### config.mk
export PLATFORM = sky130hd
export DESIGN_NAME = midpoint_circle_point_generator_flat
export DESIGN_NICKNAME = d
export VERILOG_FILES = /design/src/rtl/core/mcpg_pkg.sv /design/src/rtl/core/mcpg_cmd_if.sv /design/src/rtl/core/mcpg_point_if.sv /design/src/rtl/core/midpoint_circle_point_generator.sv /design/src/rtl/core/mcpg_front.sv /design/src/rtl/core/mcpg_queue.sv /design/src/rtl/core/mcpg_back.sv /design/src/flat_wrapper.sv
export SDC_FILE = /design/constraint.sdc
export NUM_CORES = 1
export LEC_CHECK = 0
export BUFFER_PORTS_ARGS = -buffer_cell sky130_fd_sc_hd__buf_2
export CAP_MARGIN = 20
export CORE_MARGIN = 2
export CORE_UTILIZATION = 59
export DETAILED_ROUTE_END_ITERATION = 10
export GPL_TIMING_DRIVEN = 0
export MAX_ROUTING_LAYER = met4
export PLACE_DENSITY = 0.88
export SLEW_MARGIN = 0
export SYNTH_ARGS = -nofsm -noshare
export SYNTH_HDL_FRONTEND = slang
export SYNTH_SLANG_ARGS = --single-unit
export TNS_END_PERCENT = 20
### constraint.sdc
create_clock -name clk -period 6.75 [get_ports clk]
set_input_delay 1.0125 -clock clk [delete_from_list [all_inputs] [get_ports clk]]
set_output_delay 1.0125 -clock clk [all_outputs]
set_load 0.01 [all_outputs]
### src/rtl/core/mcpg_pkg.sv
// Shared constants, codes and types of the midpoint circle point generator.
package mcpg_pkg;

  localparam int COORD_BITS   = 12;
  localparam int RAD_BITS     = COORD_BITS - 1;
  localparam int PT_BITS      = COORD_BITS + 1;
  localparam int DEC_BITS     = COORD_BITS + 2;

  localparam int QUEUE_DEPTH  = 2;
  localparam int QPTR_BITS    = $clog2(QUEUE_DEPTH);
  localparam int QCNT_BITS    = $clog2(QUEUE_DEPTH + 1);

  localparam int GROUP_POINTS = 8;
  localparam int IDX_BITS     = $clog2(GROUP_POINTS);

  typedef enum logic {
    OP_START   = 1'b0,
    OP_ADVANCE = 1'b1
  } opcode_t;

  typedef logic [IDX_BITS-1:0] idx_t;

  localparam idx_t IDX_LAST = idx_t'(GROUP_POINTS - 1);

  // One step's worth of work for the point emitter.
  typedef struct packed {
    logic signed [COORD_BITS-1:0] cx;
    logic signed [COORD_BITS-1:0] cy;
    logic        [COORD_BITS-1:0] ox;
    logic        [COORD_BITS-1:0] oy;
    logic                         done;
  } group_t;

endpackage

### src/rtl/core/mcpg_cmd_if.sv
// Command channel: opcode, center and radius words.
interface mcpg_cmd_if;
  logic                                   valid;
  logic                                   ready;
  logic                                   opcode;
  logic signed [mcpg_pkg::COORD_BITS-1:0] center_x;
  logic signed [mcpg_pkg::COORD_BITS-1:0] center_y;
  logic        [mcpg_pkg::RAD_BITS-1:0]   radius;

  modport source (output valid, opcode, center_x, center_y, radius, input ready);
  modport sink   (input valid, opcode, center_x, center_y, radius, output ready);
endinterface

### src/rtl/core/mcpg_point_if.sv
// Point channel: one plotted pixel per word.
interface mcpg_point_if;
  logic                                valid;
  logic                                ready;
  logic signed [mcpg_pkg::PT_BITS-1:0] point_x;
  logic signed [mcpg_pkg::PT_BITS-1:0] point_y;
  logic                                last_of_group;
  logic                                circle_done;

  modport source (output valid, point_x, point_y, last_of_group, circle_done, input ready);
  modport sink   (input valid, point_x, point_y, last_of_group, circle_done, output ready);
endinterface

### src/rtl/core/midpoint_circle_point_generator.sv
// Top level of the midpoint circle point generator.
//
// Usage:
//   cmd   : one word per command. opcode start loads center_x/center_y/radius
//           and emits the first eight points; opcode advance runs one midpoint
//           step and emits eight more. An advance with no circle running is
//           swallowed and emits nothing.
//   point : eight words per step, in octant order, last_of_group on the
//           eighth, circle_done on all eight of the group that ends the circle.
// A group goes through the queue, the group register and the output register.
// Throughput: the point channel moves one word per cycle while point.ready is high
//   and a group is waiting; queued groups follow each other with no gap.
// The front end updates circle state in the cycle a command is taken and
//   parks the group in a 2-deep queue; cmd.ready drops only when that queue
//   is full, so up to two commands (plus the one being emitted) are buffered.
// When point.ready is low the output register holds its word and the emitter
//   stops; the front end keeps taking commands until the queue fills.
// Reset (rst, synchronous): circle goes idle, queue and output empty.
module midpoint_circle_point_generator (
  input  logic         clk,
  input  logic         rst,
  mcpg_cmd_if.sink     cmd,
  mcpg_point_if.source point
);

  mcpg_pkg::group_t push_data, pop_data;
  logic             push, full, pop, avail;

  // state + midpoint step
  mcpg_front u_front (
    .clk      (clk),
    .rst      (rst),
    .cmd      (cmd),
    .grp_data (push_data),
    .grp_push (push),
    .grp_full (full)
  );

  // decouples command side from point side
  mcpg_queue u_queue (
    .clk       (clk),
    .rst       (rst),
    .push      (push),
    .push_data (push_data),
    .full      (full),
    .pop       (pop),
    .avail     (avail),
    .pop_data  (pop_data)
  );

  // eight-way mirror, one point per cycle while a group is in hand and point.ready is high
  mcpg_back u_back (
    .clk     (clk),
    .rst     (rst),
    .q_avail (avail),
    .q_data  (pop_data),
    .q_pop   (pop),
    .point   (point)
  );

endmodule

### src/rtl/core/mcpg_front.sv
// Command front end: holds circle state, runs the midpoint step, queues groups.
module mcpg_front (
  input  logic                clk,
  input  logic                rst,
  mcpg_cmd_if.sink            cmd,
  output mcpg_pkg::group_t    grp_data,
  output logic                grp_push,
  input  logic                grp_full
);

  logic        [mcpg_pkg::COORD_BITS-1:0] offset_x, offset_x_next;
  logic        [mcpg_pkg::COORD_BITS-1:0] offset_y, offset_y_next;
  logic        [mcpg_pkg::DEC_BITS-1:0]   decision, decision_next;
  logic signed [mcpg_pkg::COORD_BITS-1:0] held_cx, held_cx_next;
  logic signed [mcpg_pkg::COORD_BITS-1:0] held_cy, held_cy_next;
  logic                                   active, active_next;

  logic accept;
  logic is_start;
  logic done_next;

  assign cmd.ready = !grp_full;
  assign accept    = cmd.valid && cmd.ready;
  assign is_start  = (mcpg_pkg::opcode_t'(cmd.opcode) == mcpg_pkg::OP_START);

  always_comb begin
    offset_x_next = offset_x;
    offset_y_next = offset_y;
    decision_next = decision;
    held_cx_next  = held_cx;
    held_cy_next  = held_cy;
    if (accept && is_start) begin
      held_cx_next  = cmd.center_x;
      held_cy_next  = cmd.center_y;
      offset_x_next = '0;
      offset_y_next = mcpg_pkg::COORD_BITS'(cmd.radius);
      decision_next = mcpg_pkg::DEC_BITS'(1) - mcpg_pkg::DEC_BITS'(cmd.radius);
    end else if (accept && active) begin
      if (decision[mcpg_pkg::DEC_BITS-1]) begin
        decision_next = decision + mcpg_pkg::DEC_BITS'({offset_x, 1'b0})
                        + mcpg_pkg::DEC_BITS'(3);
      end else begin
        decision_next = decision + mcpg_pkg::DEC_BITS'({offset_x, 1'b0})
                        - mcpg_pkg::DEC_BITS'({offset_y, 1'b0})
                        + mcpg_pkg::DEC_BITS'(5);
        offset_y_next = offset_y - mcpg_pkg::COORD_BITS'(1);
      end
      offset_x_next = offset_x + mcpg_pkg::COORD_BITS'(1);
    end
  end

  assign done_next = !(offset_x_next < offset_y_next);
  assign grp_push  = accept && (is_start || active);

  always_comb begin
    active_next = active;
    if (grp_push) begin
      active_next = !done_next;
    end
  end

  assign grp_data = '{cx: held_cx_next, cy: held_cy_next, ox: offset_x_next,
                      oy: offset_y_next, done: done_next};

  always_ff @(posedge clk) begin
    if (rst) begin
      offset_x <= '0;
      offset_y <= '0;
      decision <= '0;
      held_cx  <= '0;
      held_cy  <= '0;
      active   <= 1'b0;
    end else begin
      offset_x <= offset_x_next;
      offset_y <= offset_y_next;
      decision <= decision_next;
      held_cx  <= held_cx_next;
      held_cy  <= held_cy_next;
      active   <= active_next;
    end
  end

endmodule

### src/rtl/core/mcpg_queue.sv
// Short group queue between front end and point emitter.
module mcpg_queue (
  input  logic             clk,
  input  logic             rst,
  input  logic             push,
  input  mcpg_pkg::group_t push_data,
  output logic             full,
  input  logic             pop,
  output logic             avail,
  output mcpg_pkg::group_t pop_data
);

  mcpg_pkg::group_t                 entry [mcpg_pkg::QUEUE_DEPTH];
  logic [mcpg_pkg::QPTR_BITS-1:0]   wr_ptr, rd_ptr;
  logic [mcpg_pkg::QCNT_BITS-1:0]   count;
  logic                             do_push, do_pop;

  assign full     = (count == mcpg_pkg::QCNT_BITS'(mcpg_pkg::QUEUE_DEPTH));
  assign avail    = (count != '0);
  assign pop_data = entry[rd_ptr];
  assign do_push  = push && !full;
  assign do_pop   = pop && avail;

  always_ff @(posedge clk) begin
    if (do_push) begin
      entry[wr_ptr] <= push_data;
    end
  end

  always_ff @(posedge clk) begin
    if (rst) begin
      wr_ptr <= '0;
      rd_ptr <= '0;
      count  <= '0;
    end else begin
      if (do_push) begin
        wr_ptr <= (wr_ptr == mcpg_pkg::QPTR_BITS'(mcpg_pkg::QUEUE_DEPTH - 1))
                  ? '0 : wr_ptr + mcpg_pkg::QPTR_BITS'(1);
      end
      if (do_pop) begin
        rd_ptr <= (rd_ptr == mcpg_pkg::QPTR_BITS'(mcpg_pkg::QUEUE_DEPTH - 1))
                  ? '0 : rd_ptr + mcpg_pkg::QPTR_BITS'(1);
      end
      unique case ({do_push, do_pop})
        2'b10:   count <= count + mcpg_pkg::QCNT_BITS'(1);
        2'b01:   count <= count - mcpg_pkg::QCNT_BITS'(1);
        default: count <= count;
      endcase
    end
  end

endmodule

### src/rtl/core/mcpg_back.sv
// Point emitter: walks the eight octant points of a group into an output register.
module mcpg_back (
  input  logic             clk,
  input  logic             rst,
  input  logic             q_avail,
  input  mcpg_pkg::group_t q_data,
  output logic             q_pop,
  mcpg_point_if.source     point
);

  mcpg_pkg::group_t               grp;
  mcpg_pkg::idx_t                 idx;
  logic                           busy;
  logic                           out_valid;
  logic [mcpg_pkg::PT_BITS-1:0]   out_x, out_y;
  logic                           out_last, out_done;

  logic                           load_en;
  logic                           swap, neg_x, neg_y;
  logic [mcpg_pkg::COORD_BITS-1:0] mag_x, mag_y;
  logic [mcpg_pkg::PT_BITS-1:0]   cx_ext, cy_ext, mx_ext, my_ext;
  logic [mcpg_pkg::PT_BITS-1:0]   px, py;

  assign load_en = busy && (!out_valid || point.ready);
  assign q_pop   = q_avail && (!busy || (load_en && idx == mcpg_pkg::IDX_LAST));

  // octant order: (x,y) (y,x) (y,-x) (x,-y) (-x,-y) (-y,-x) (-y,x) (-x,y)
  always_comb begin
    unique case (idx)
      3'd0:    {swap, neg_x, neg_y} = 3'b000;
      3'd1:    {swap, neg_x, neg_y} = 3'b100;
      3'd2:    {swap, neg_x, neg_y} = 3'b101;
      3'd3:    {swap, neg_x, neg_y} = 3'b001;
      3'd4:    {swap, neg_x, neg_y} = 3'b011;
      3'd5:    {swap, neg_x, neg_y} = 3'b111;
      3'd6:    {swap, neg_x, neg_y} = 3'b110;
      default: {swap, neg_x, neg_y} = 3'b010;
    endcase
  end

  assign mag_x  = swap ? grp.oy : grp.ox;
  assign mag_y  = swap ? grp.ox : grp.oy;
  assign cx_ext = mcpg_pkg::PT_BITS'(grp.cx);
  assign cy_ext = mcpg_pkg::PT_BITS'(grp.cy);
  assign mx_ext = mcpg_pkg::PT_BITS'(mag_x);
  assign my_ext = mcpg_pkg::PT_BITS'(mag_y);
  assign px     = neg_x ? cx_ext - mx_ext : cx_ext + mx_ext;
  assign py     = neg_y ? cy_ext - my_ext : cy_ext + my_ext;

  always_ff @(posedge clk) begin
    if (q_pop) begin
      grp <= q_data;
    end
    if (load_en) begin
      out_x    <= px;
      out_y    <= py;
      out_last <= (idx == mcpg_pkg::IDX_LAST);
      out_done <= grp.done;
    end
  end

  always_ff @(posedge clk) begin
    if (rst) begin
      busy      <= 1'b0;
      idx       <= '0;
      out_valid <= 1'b0;
    end else begin
      if (q_pop) begin
        busy <= 1'b1;
        idx  <= '0;
      end else if (load_en) begin
        idx <= idx + mcpg_pkg::idx_t'(1);
        if (idx == mcpg_pkg::IDX_LAST) begin
          busy <= 1'b0;
        end
      end
      if (load_en) begin
        out_valid <= 1'b1;
      end else if (point.ready) begin
        out_valid <= 1'b0;
      end
    end
  end

  assign point.valid         = out_valid;
  assign point.point_x       = out_x;
  assign point.point_y       = out_y;
  assign point.last_of_group = out_last;
  assign point.circle_done   = out_done;

endmodule

### src/flat_wrapper.sv
// flat-port wrapper written by rule: the top's interface ports become plain ports
module midpoint_circle_point_generator_flat 
  (clk, rst, cmd_valid, cmd_opcode, cmd_center_x, cmd_center_y, cmd_radius, cmd_ready, point_valid, point_point_x, point_point_y, point_last_of_group, point_circle_done, point_ready);
  mcpg_cmd_if cmd_i ();
  mcpg_point_if point_i ();
  input  logic clk;
  input  logic rst;
  input wire logic [$bits(cmd_i.valid)-1:0] cmd_valid;
  input wire logic [$bits(cmd_i.opcode)-1:0] cmd_opcode;
  input wire logic [$bits(cmd_i.center_x)-1:0] cmd_center_x;
  input wire logic [$bits(cmd_i.center_y)-1:0] cmd_center_y;
  input wire logic [$bits(cmd_i.radius)-1:0] cmd_radius;
  output wire logic [$bits(cmd_i.ready)-1:0] cmd_ready;
  output wire logic [$bits(point_i.valid)-1:0] point_valid;
  output wire logic [$bits(point_i.point_x)-1:0] point_point_x;
  output wire logic [$bits(point_i.point_y)-1:0] point_point_y;
  output wire logic [$bits(point_i.last_of_group)-1:0] point_last_of_group;
  output wire logic [$bits(point_i.circle_done)-1:0] point_circle_done;
  input wire logic [$bits(point_i.ready)-1:0] point_ready;
  assign cmd_i.valid = cmd_valid;
  assign cmd_i.opcode = cmd_opcode;
  assign cmd_i.center_x = cmd_center_x;
  assign cmd_i.center_y = cmd_center_y;
  assign cmd_i.radius = cmd_radius;
  assign cmd_ready = cmd_i.ready;
  assign point_valid = point_i.valid;
  assign point_point_x = point_i.point_x;
  assign point_point_y = point_i.point_y;
  assign point_last_of_group = point_i.last_of_group;
  assign point_circle_done = point_i.circle_done;
  assign point_i.ready = point_ready;
  midpoint_circle_point_generator u_core (.clk(clk), .rst(rst), .cmd(cmd_i), .point(point_i));
endmodule
# Word level (Yosys, flattened, before mapping)
# Memory sizes are Yosys's and may differ from the RTL's. A register that Yosys moved wholly into a read port is not among the register bits.
# Cells that the tools add are included.
# W data, S select, Z words.
classes:
  n_eq_ne: 10
  magnitude_cmp: 1
  n_bitwise: 1
  mux: 26
  n_addsub: 16
  reduce_logical: 28
op_table:
  columns: ["operator", "n"]
  rows:
  - ["$mux W12", 9]
  - ["$mux W14", 3]
  - ["$add A13 B12 Y13", 2]
  - ["$mux W13", 2]
  - ["$sub A13 B12 Y13", 2]
  - ["$add A14 B13 Y14", 1]
  - ["$add A14 B2 Y14 const B", 1]
  - ["$add A14 B3 Y14 const B", 1]
  - ["$sub A14 B13 Y14", 1]
  - ["$add A12 B1 Y12 const B", 1]
  - ["$eq A3 B3 Y1 const B", 4]
  - ["$lt A12 B12 Y1", 1]
  - ["$reduce_bool A2 Y1", 6]
  - ["$reduce_or A4 Y1", 3]
  - ["$sub A1 B11 Y12 const A", 1]
  - ["$sub A12 B1 Y12 const B", 1]
  - ["$mux W1", 11]
  - ["$logic_and A1 B1 Y1", 9]
  - ["$eq A3 B2 Y1 const B", 2]
  - ["$eq A2 B2 Y1 const B", 2]
  - ["$logic_not A1 Y1", 4]
  - ["$pmux W2 S2", 1]
  - ["$add A3 B1 Y3 const B", 1]
  - ["$eq A3 B1 Y1 const B", 1]
  - ["9 further kinds", 12]
word_totals:
  memories: 1
  reg_bits: 100
  out_inout_bits: 30
  word_cells: 99
  input_bits: 40
  mem_bits_rw: 98
memory_table:
  columns: ["memory", "words", "width", "rd", "rd_clocked_by_memory_dff", "write_ports", "line_no", "source"]
  rows:
  - ["u_core.u_queue.entry", 2, 49, 1, 1, 1, "mcpg_queue.sv:13", "mcpg_pkg::group_t entry [mcpg_pkg::QUEUE_DEPTH];"]

# Logic depth before layout (Yosys ltp)
depth:
  depth_word: 9
  depth_mapped: 17

# Cells and area by module
# A second synthesis with hierarchy kept.
unflattened:
  hier_cells: 1239
  hier_area_um2: 13356.6
by_module_without_submodules:
  columns: ["module", "seq_area_each_um2", "area_per_inst_um2", "cells_per_inst", "instances"]
  rows:
  - ["mcpg_front", 1261.2, 4912.2, 666, 1]
  - ["mcpg_back", 2412.3, 4695.8, 395, 1]
  - ["mcpg_queue", 3042.9, 3748.6, 178, 1]

# Least setup slack after synthesis
# No wires, ideal clock.
synth_timing:
  kind: "input to register"
  start: "input point_ready"
  end: "register u_core.u_queue.count[1] (netlist bit)"
  cell_stages: 6
  setup_time_ps: 70
  required_time_ps: 6680
  arrival_time_ps: 4940
  setup_slack_ps: 1739
  path_cell_list: "nand2b_1 -> nand2_1 -> a21oi_1 -> ha_1 -> or3_1 -> a21oi_1"
synth_between:
  elab_chain_cells: 8
synth_lines:
  columns: ["item", "line_no", "source"]
  rows:
  - ["start: declaration", "flat_wrapper.sv:19", "input wire logic [$bits(point_i.ready)-1:0] point_ready;"]
  - ["$logic_or A1 B1 Y1 (*)", "mcpg_back.sv:24", "assign load_en = busy && (!out_valid || point.ready);"]
  - ["$logic_and A1 B1 Y1 (*)", "mcpg_back.sv:24", null]
  - ["$logic_and A1 B1 Y1 (*)", "mcpg_back.sv:25", "assign q_pop = q_avail && (!busy || (load_en && idx == mcpg_pkg::IDX_LAST));"]
  - ["$logic_or A1 B1 Y1 (*)", "mcpg_back.sv:25", null]
  - ["$logic_and A1 B1 Y1 (*)", "mcpg_back.sv:25", null]
  - ["via u_core.pop", "midpoint_circle_point_generator.sv:27", "logic push, full, pop, avail;"]
  - ["$logic_and A1 B1 Y1 (*)", "mcpg_queue.sv:22", "assign do_pop = pop && avail;"]
  - ["$eq A2 B1 Y1 / $eq A2 B2 Y1 (equally long branches)", "mcpg_queue.sv:44", "unique case ({do_push, do_pop})"]
  - ["$pmux W2 S2 / $reduce_bool A2 Y1 (equally long branches)", null, null]
  - ["end signal: assignment", "mcpg_queue.sv:45", "2'b10: count <= count + mcpg_pkg::QCNT_BITS'(1);"]
  - ["end signal: assignment", "mcpg_queue.sv:46", "2'b01: count <= count - mcpg_pkg::QCNT_BITS'(1);"]
  - ["end signal: assignment", "mcpg_queue.sv:47", "default: count <= count;"]
  - ["end: declaration", "mcpg_queue.sv:15", "logic [mcpg_pkg::QCNT_BITS-1:0] count;"]
# Mark *: on every way through the listed nets, which the timed path passes. The rest lies on a longest branch.
# A chain may end at the register's enable or synchronous reset.

# Worst setup path in the final report
layout_timing:
  start: "register u_core.u_back.idx[1]"
  end: "register u_core.u_back.out_x, in the netlist u_core.u_back.point.point_x[12], data pin"
layout_between:
  elab_chain_cells: 6
layout_lines:
  columns: ["item", "line_no", "source"]
  rows:
  - ["start: declaration", "mcpg_back.sv:12", "mcpg_pkg::idx_t idx;"]
  - ["start signal: assignment", "mcpg_back.sv:72", "idx <= idx + mcpg_pkg::idx_t'(1);"]
  - ["$eq A3 B3 Y1, or another cell as far along", "mcpg_back.sv:29", "unique case (idx)"]
  - ["$reduce_or A4 Y1 (no line)", null, null]
  - ["$mux W1", "mcpg_back.sv:29", null]
  - ["$mux W12", "mcpg_back.sv:41", "assign mag_x = swap ? grp.oy : grp.ox;"]
  - ["$sub A13 B12 Y13 / $add A13 B12 Y13 (equally long branches)", "mcpg_back.sv:47", "assign px = neg_x ? cx_ext - mx_ext : cx_ext + mx_ext;"]
  - ["$mux W13 (*)", "mcpg_back.sv:47", null]
  - ["via u_core.u_back.px (one bit)", "mcpg_back.sv:22", "logic [mcpg_pkg::PT_BITS-1:0] px, py;"]
  - ["end signal: assignment", "mcpg_back.sv:55", "out_x <= px;"]
  - ["end: declaration", "mcpg_back.sv:15", "logic [mcpg_pkg::PT_BITS-1:0] out_x, out_y;"]
# Marked as above.

==> results.sh <==
export IMPL_status="completed"
export IMPL_worst_r2r_setup_slack_ps=1550
export IMPL_io_pins=70
export IMPL_nFillCells=1507
export IMPL_critical_path_class="reg2reg"
export IMPL_peakVddDrop_uv=234
export IMPL_grt_usage_pct=27.8
export IMPL_maxSlewHeadroom_pct=35.8
export IMPL_routed_top_layer="met4"
export IMPL_antenna_found_initial=0
export IMPL_clock_sinks=247
export IMPL_num_antenna_cells=0
export IMPL_cts_htree_levels=1
export IMPL_rr_endpoint="u_core.u_back.point.point_x[12]"
export IMPL_wl_per_cell_um=20.3
export IMPL_ys_flop_type="edfxtp_1"
export IMPL_firstDrtPassIters=5
export IMPL_critPathRequiredTime_ps=7000
export IMPL_syn_inst=1191
export IMPL_rsz0062_at_grt="no"
export IMPL_place_congestion=0.983
export IMPL_cts_repair_resized=0
export IMPL_cts_buffers=25
export IMPL_path_max_fanout=10
export IMPL_fin_tns_setup_ps=0
export IMPL_synth_edf_count=175
export IMPL_met2WireLength_um=16200
export IMPL_power_density_mw_per_mm2=480
export IMPL_syn_num_nets=1319
export IMPL_postCtsSetupBuffers=0
export IMPL_ys_top_cells_by_area="edfxtp_1, dfxtp_1, ha_1, mux2_2, xnor2_1"
export IMPL_core_rowCount=54
export IMPL_finalCritPeriodShare_pct=77.1
export IMPL_grt_pass1_wl_um=51000
export IMPL_synth_cell_type_count=88
export IMPL_vias=9761
export IMPL_worstMarginPinSlew_ps=954
export IMPL_die_y_um=153
export IMPL_multiInputGateArea_mm2=0.00602
export IMPL_rr_startpoint="u_core.u_back.idx[1]"
export IMPL_startpoint_type="register"
export IMPL_syn_area_per_cell_um2=11.0
export IMPL_seq_area_frac_synth_pct=51.0
export IMPL_post_drt_via_cell_ratio=6.14
export IMPL_dp_hpwl_um=23500
export IMPL_met1_length_um=12800
export IMPL_fp_dieW_um=153
export IMPL_slowest_delay_ps=740
export IMPL_clkLatencyLatePin_ps=520
export IMPL_setup_viol=0
export IMPL_layout_drive_gt1_share_pct=15.4
export IMPL_min_to="u_core.u_back.point.circle_done"
export IMPL_cap_violations=0
export IMPL_critPathSlowestCell="nor2_1"
export IMPL_worstHoldStart="u_core.u_back.grp[0]"
export IMPL_dieArea_mm2=0.0235
export IMPL_grt_max_degree=34
export IMPL_crit_buf_inv=2
export IMPL_worstPathCellList="inv_1 > ha_1 > nor2_1 > buf_2 > mux2i_1 > ha_1 > nor2_1 > a21oi_1 > fa_1 > a21o_1 > a21oi_1 > nor2b_1 > o21a_1 > o22ai_1 > o21ai_0 > o41ai_1 > xnor2_1"
export IMPL_layout_min_cycle_time_ps=5200
export IMPL_start_util_pct=60.2
export IMPL_tritoncts="done"
export IMPL_leakage_nw=5.82
export IMPL_drt_wl_total_um=32200
export IMPL_core_mm2=0.0218
export IMPL_timing_hold_ws_ps=455
export IMPL_root_buffer="clkbuf_16"
export IMPL_synth_top_area_share_pct=40.0
export IMPL_endpoint_kind="register"
export IMPL_wl_met3_um=1960
export IMPL_min_path_type="reg2reg"
export IMPL_synthArstFlopShare_pct=0
export IMPL_drcViolationCount=0
export IMPL_yosysWarningCount=0
export IMPL_hold_viol=0
export IMPL_clockBufferDepth=3
export IMPL_cts_hold_repair_buffers=0
export IMPL_path_clk_slew_ps=60
export IMPL_first_iter_violations=848
export IMPL_ant_nets=0
export IMPL_ff_latch_area_mm2=0.00670
export IMPL_slew_violations=0
export IMPL_cpLargestDelayFamily="compound AO/OA/AOI/OAI gates"
export IMPL_max_freq_ghz=0.192
export IMPL_ys_ff_latch=247
export IMPL_grt_pass1_vias=9786
export IMPL_grt_overflow=0
export IMPL_fin_worst_skew_ps=23.0
export IMPL_reg2reg_depth=17
export IMPL_crit_arrival_ps=5450
export IMPL_syn_area_mm2=0.0131
export IMPL_area_growth_synth_to_final_pct=12.6
export IMPL_final_net_count=1418
export IMPL_synth_top_area_cell="edfxtp_1"
export IMPL_hold_depth=0
export IMPL_port_buffers=68
-- power by group --
group | switching [mW] | total, mW | internal (mW)
Clock | 0.570 | 1.42 | 0.847
Combinational | 1.91 | 3.29 | 1.38
Sequential | 0.180 | 2.38 | 2.20
Total | 2.66 | 7.09 | 4.43
-- sequential cells by signal (all words and copies together), names as in the netlist, 13 cells and up --
register,cells
u_core.u_queue.entry,98
u_core.u_back.grp,25
u_core.u_front.decision,14
u_core.u_back.point.point_x,13
u_core.u_back.point.point_y,13
-- worst register-to-register path, stage by stage, from the launching register on --
cell	delay [ps]
dfxtp_1	410
inv_1	90
ha_1	200
nor2_1	740
buf_2	420
mux2i_1	520
ha_1	350
nor2_1	130
a21oi_1	100
fa_1	470
a21o_1	170
a21oi_1	230
nor2b_1	80
o21a_1	190
o22ai_1	200
o21ai_0	160
o41ai_1	330
xnor2_1	130
-- worst max-delay path by stage --
stage / start / to / slack (ps) / depth (start not counted)
2_1_floorplan: point_ready / u_core.u_queue.count[1] / 1740 / 6
3_3_place_gp: point_ready / u_core.u_queue.count[1] / 320 / 7
3_5_place_dp: u_core.u_back.idx[1] / u_core.u_back.point.point_x[12] / 1730 / 17
4_1_cts: u_core.u_back.idx[1] / u_core.u_back.point.point_x[12] / 1610 / 17
5_1_grt: u_core.u_back.idx[1] / u_core.u_back.point.point_x[12] / 1240 / 17
6_report: u_core.u_back.idx[1] / u_core.u_back.point.point_x[12] / 1550 / 17
-- cell type report --
cell class                      count  share of cell area, %
Sequential cell                   247                   45.3
Multi-Input combinational cell    845                   40.7
Tap cell                          280                   2.37
Inverter                           60                   1.52
Timing Repair Buffer               72                   2.94
Clock buffer                       32                   4.47
Clock inverter                     14                   1.18
Buffer                             39                   1.52
-- cell usage in the layout (no fill, tap or decap), types with 4 or more instances in the layout --
| master | netlist | routed |
|---|---|---|
| a2111oi_0 | 4 | 4 |
| a211oi_1 | 8 | 8 |
| a21o_1 | 12 | 12 |
| a21oi_1 | 82 | 81 |
| a31oi_1 | 15 | 15 |
| and3_1 | 9 | 9 |
| buf_1 | 9 | 9 |
| buf_2 | 2 | 70 |
| bufinv_16 | 0 | 4 |
| clkbuf_1 | 20 | 25 |
| clkbuf_16 | 0 | 25 |
| clkbuf_8 | 6 | 7 |
| clkinv_1 | 1 | 5 |
| dfxtp_1 | 72 | 72 |
| edfxtp_1 | 175 | 175 |
| fa_1 | 4 | 4 |
| ha_1 | 84 | 84 |
| inv_1 | 57 | 57 |
| mux2_2 | 49 | 49 |
| mux2i_1 | 27 | 27 |
| nand2_1 | 114 | 114 |
| nand2b_1 | 5 | 5 |
| nand3_1 | 14 | 14 |
| nand4_1 | 11 | 11 |
| nor2_1 | 102 | 101 |
| nor2b_1 | 15 | 14 |
| nor3_1 | 56 | 56 |
| nor4_1 | 4 | 4 |
| o211ai_1 | 11 | 11 |
| o21a_1 | 7 | 7 |
| o21ai_0 | 24 | 24 |
| o21ai_1 | 11 | 11 |
| o31ai_1 | 4 | 4 |
| or2_2 | 4 | 4 |
| or3_1 | 15 | 15 |
| xnor2_1 | 58 | 58 |
| xor2_1 | 28 | 28 |
-- Yosys cell counts (3+ instances only) --
master / count
dfxtp_1: 72
a31oi_1: 15
nor2_1: 102
clkbuf_8: 6
nand3_1: 14
nor3_1: 56
nand4_1: 11
mux2i_1: 27
or2_1: 3
o22ai_1: 3
inv_1: 57
nor4_1: 4
buf_1: 9
a211oi_2: 3
or2_2: 4
ha_1: 84
edfxtp_1: 175
mux2_2: 49
fa_1: 4
o211ai_1: 11
nand2_1: 114
o21ai_1: 11
a21o_1: 12
nand2b_1: 5
o21ai_0: 24
a21oi_1: 82
o31ai_1: 4
and3_1: 9
or3_1: 15
clkbuf_1: 20
a211oi_1: 8
xor2_1: 28
nor2b_1: 15
o21a_1: 7
a2111oi_0: 4
a311oi_1: 3
xnor2_1: 58
-- layer usage --
| layer | GRT usage [%] | up-vias |
|---|---|---|
| li1 | - | 4545 |
| met1 | 34.5 | 4696 |
| met2 | 47.6 | 424 |
| met3 | 2.89 | 96 |
| met4 | 10.1 | 0 |
| met5 | - | - |
-- stage by stage --
| step | instance area [um2] | std cells | power, mW | utilization, % | setup WS, ps |
|---|---|---|---|---|---|
| 2_1_floorplan | 13100 | 1191 | 4.74 | - | 1740 |
| 3_3_place_gp | 13800 | 1539 | 5.41 | 63.4 | 321 |
| 3_5_place_dp | 14000 | 1543 | 5.62 | 63.9 | 1730 |
| 4_1_cts | 14800 | 1589 | 7.07 | 67.8 | 1610 |
| 5_1_grt | 14800 | 1589 | 7.47 | 67.8 | 1240 |
| 6_report | 14800 | 1589 | 7.09 | 67.8 | 1550 |
-- kinds of logic after synthesis --
group           share of synthesized area [%]
xor+xnor                                 5.86
fa+ha+maj                                8.61
simple gates                             13.6
mux                                      6.34
flops                                    51.0
compound gates                           11.2
buf+inv                                  3.42
Power figures use the tool's default switching activity.
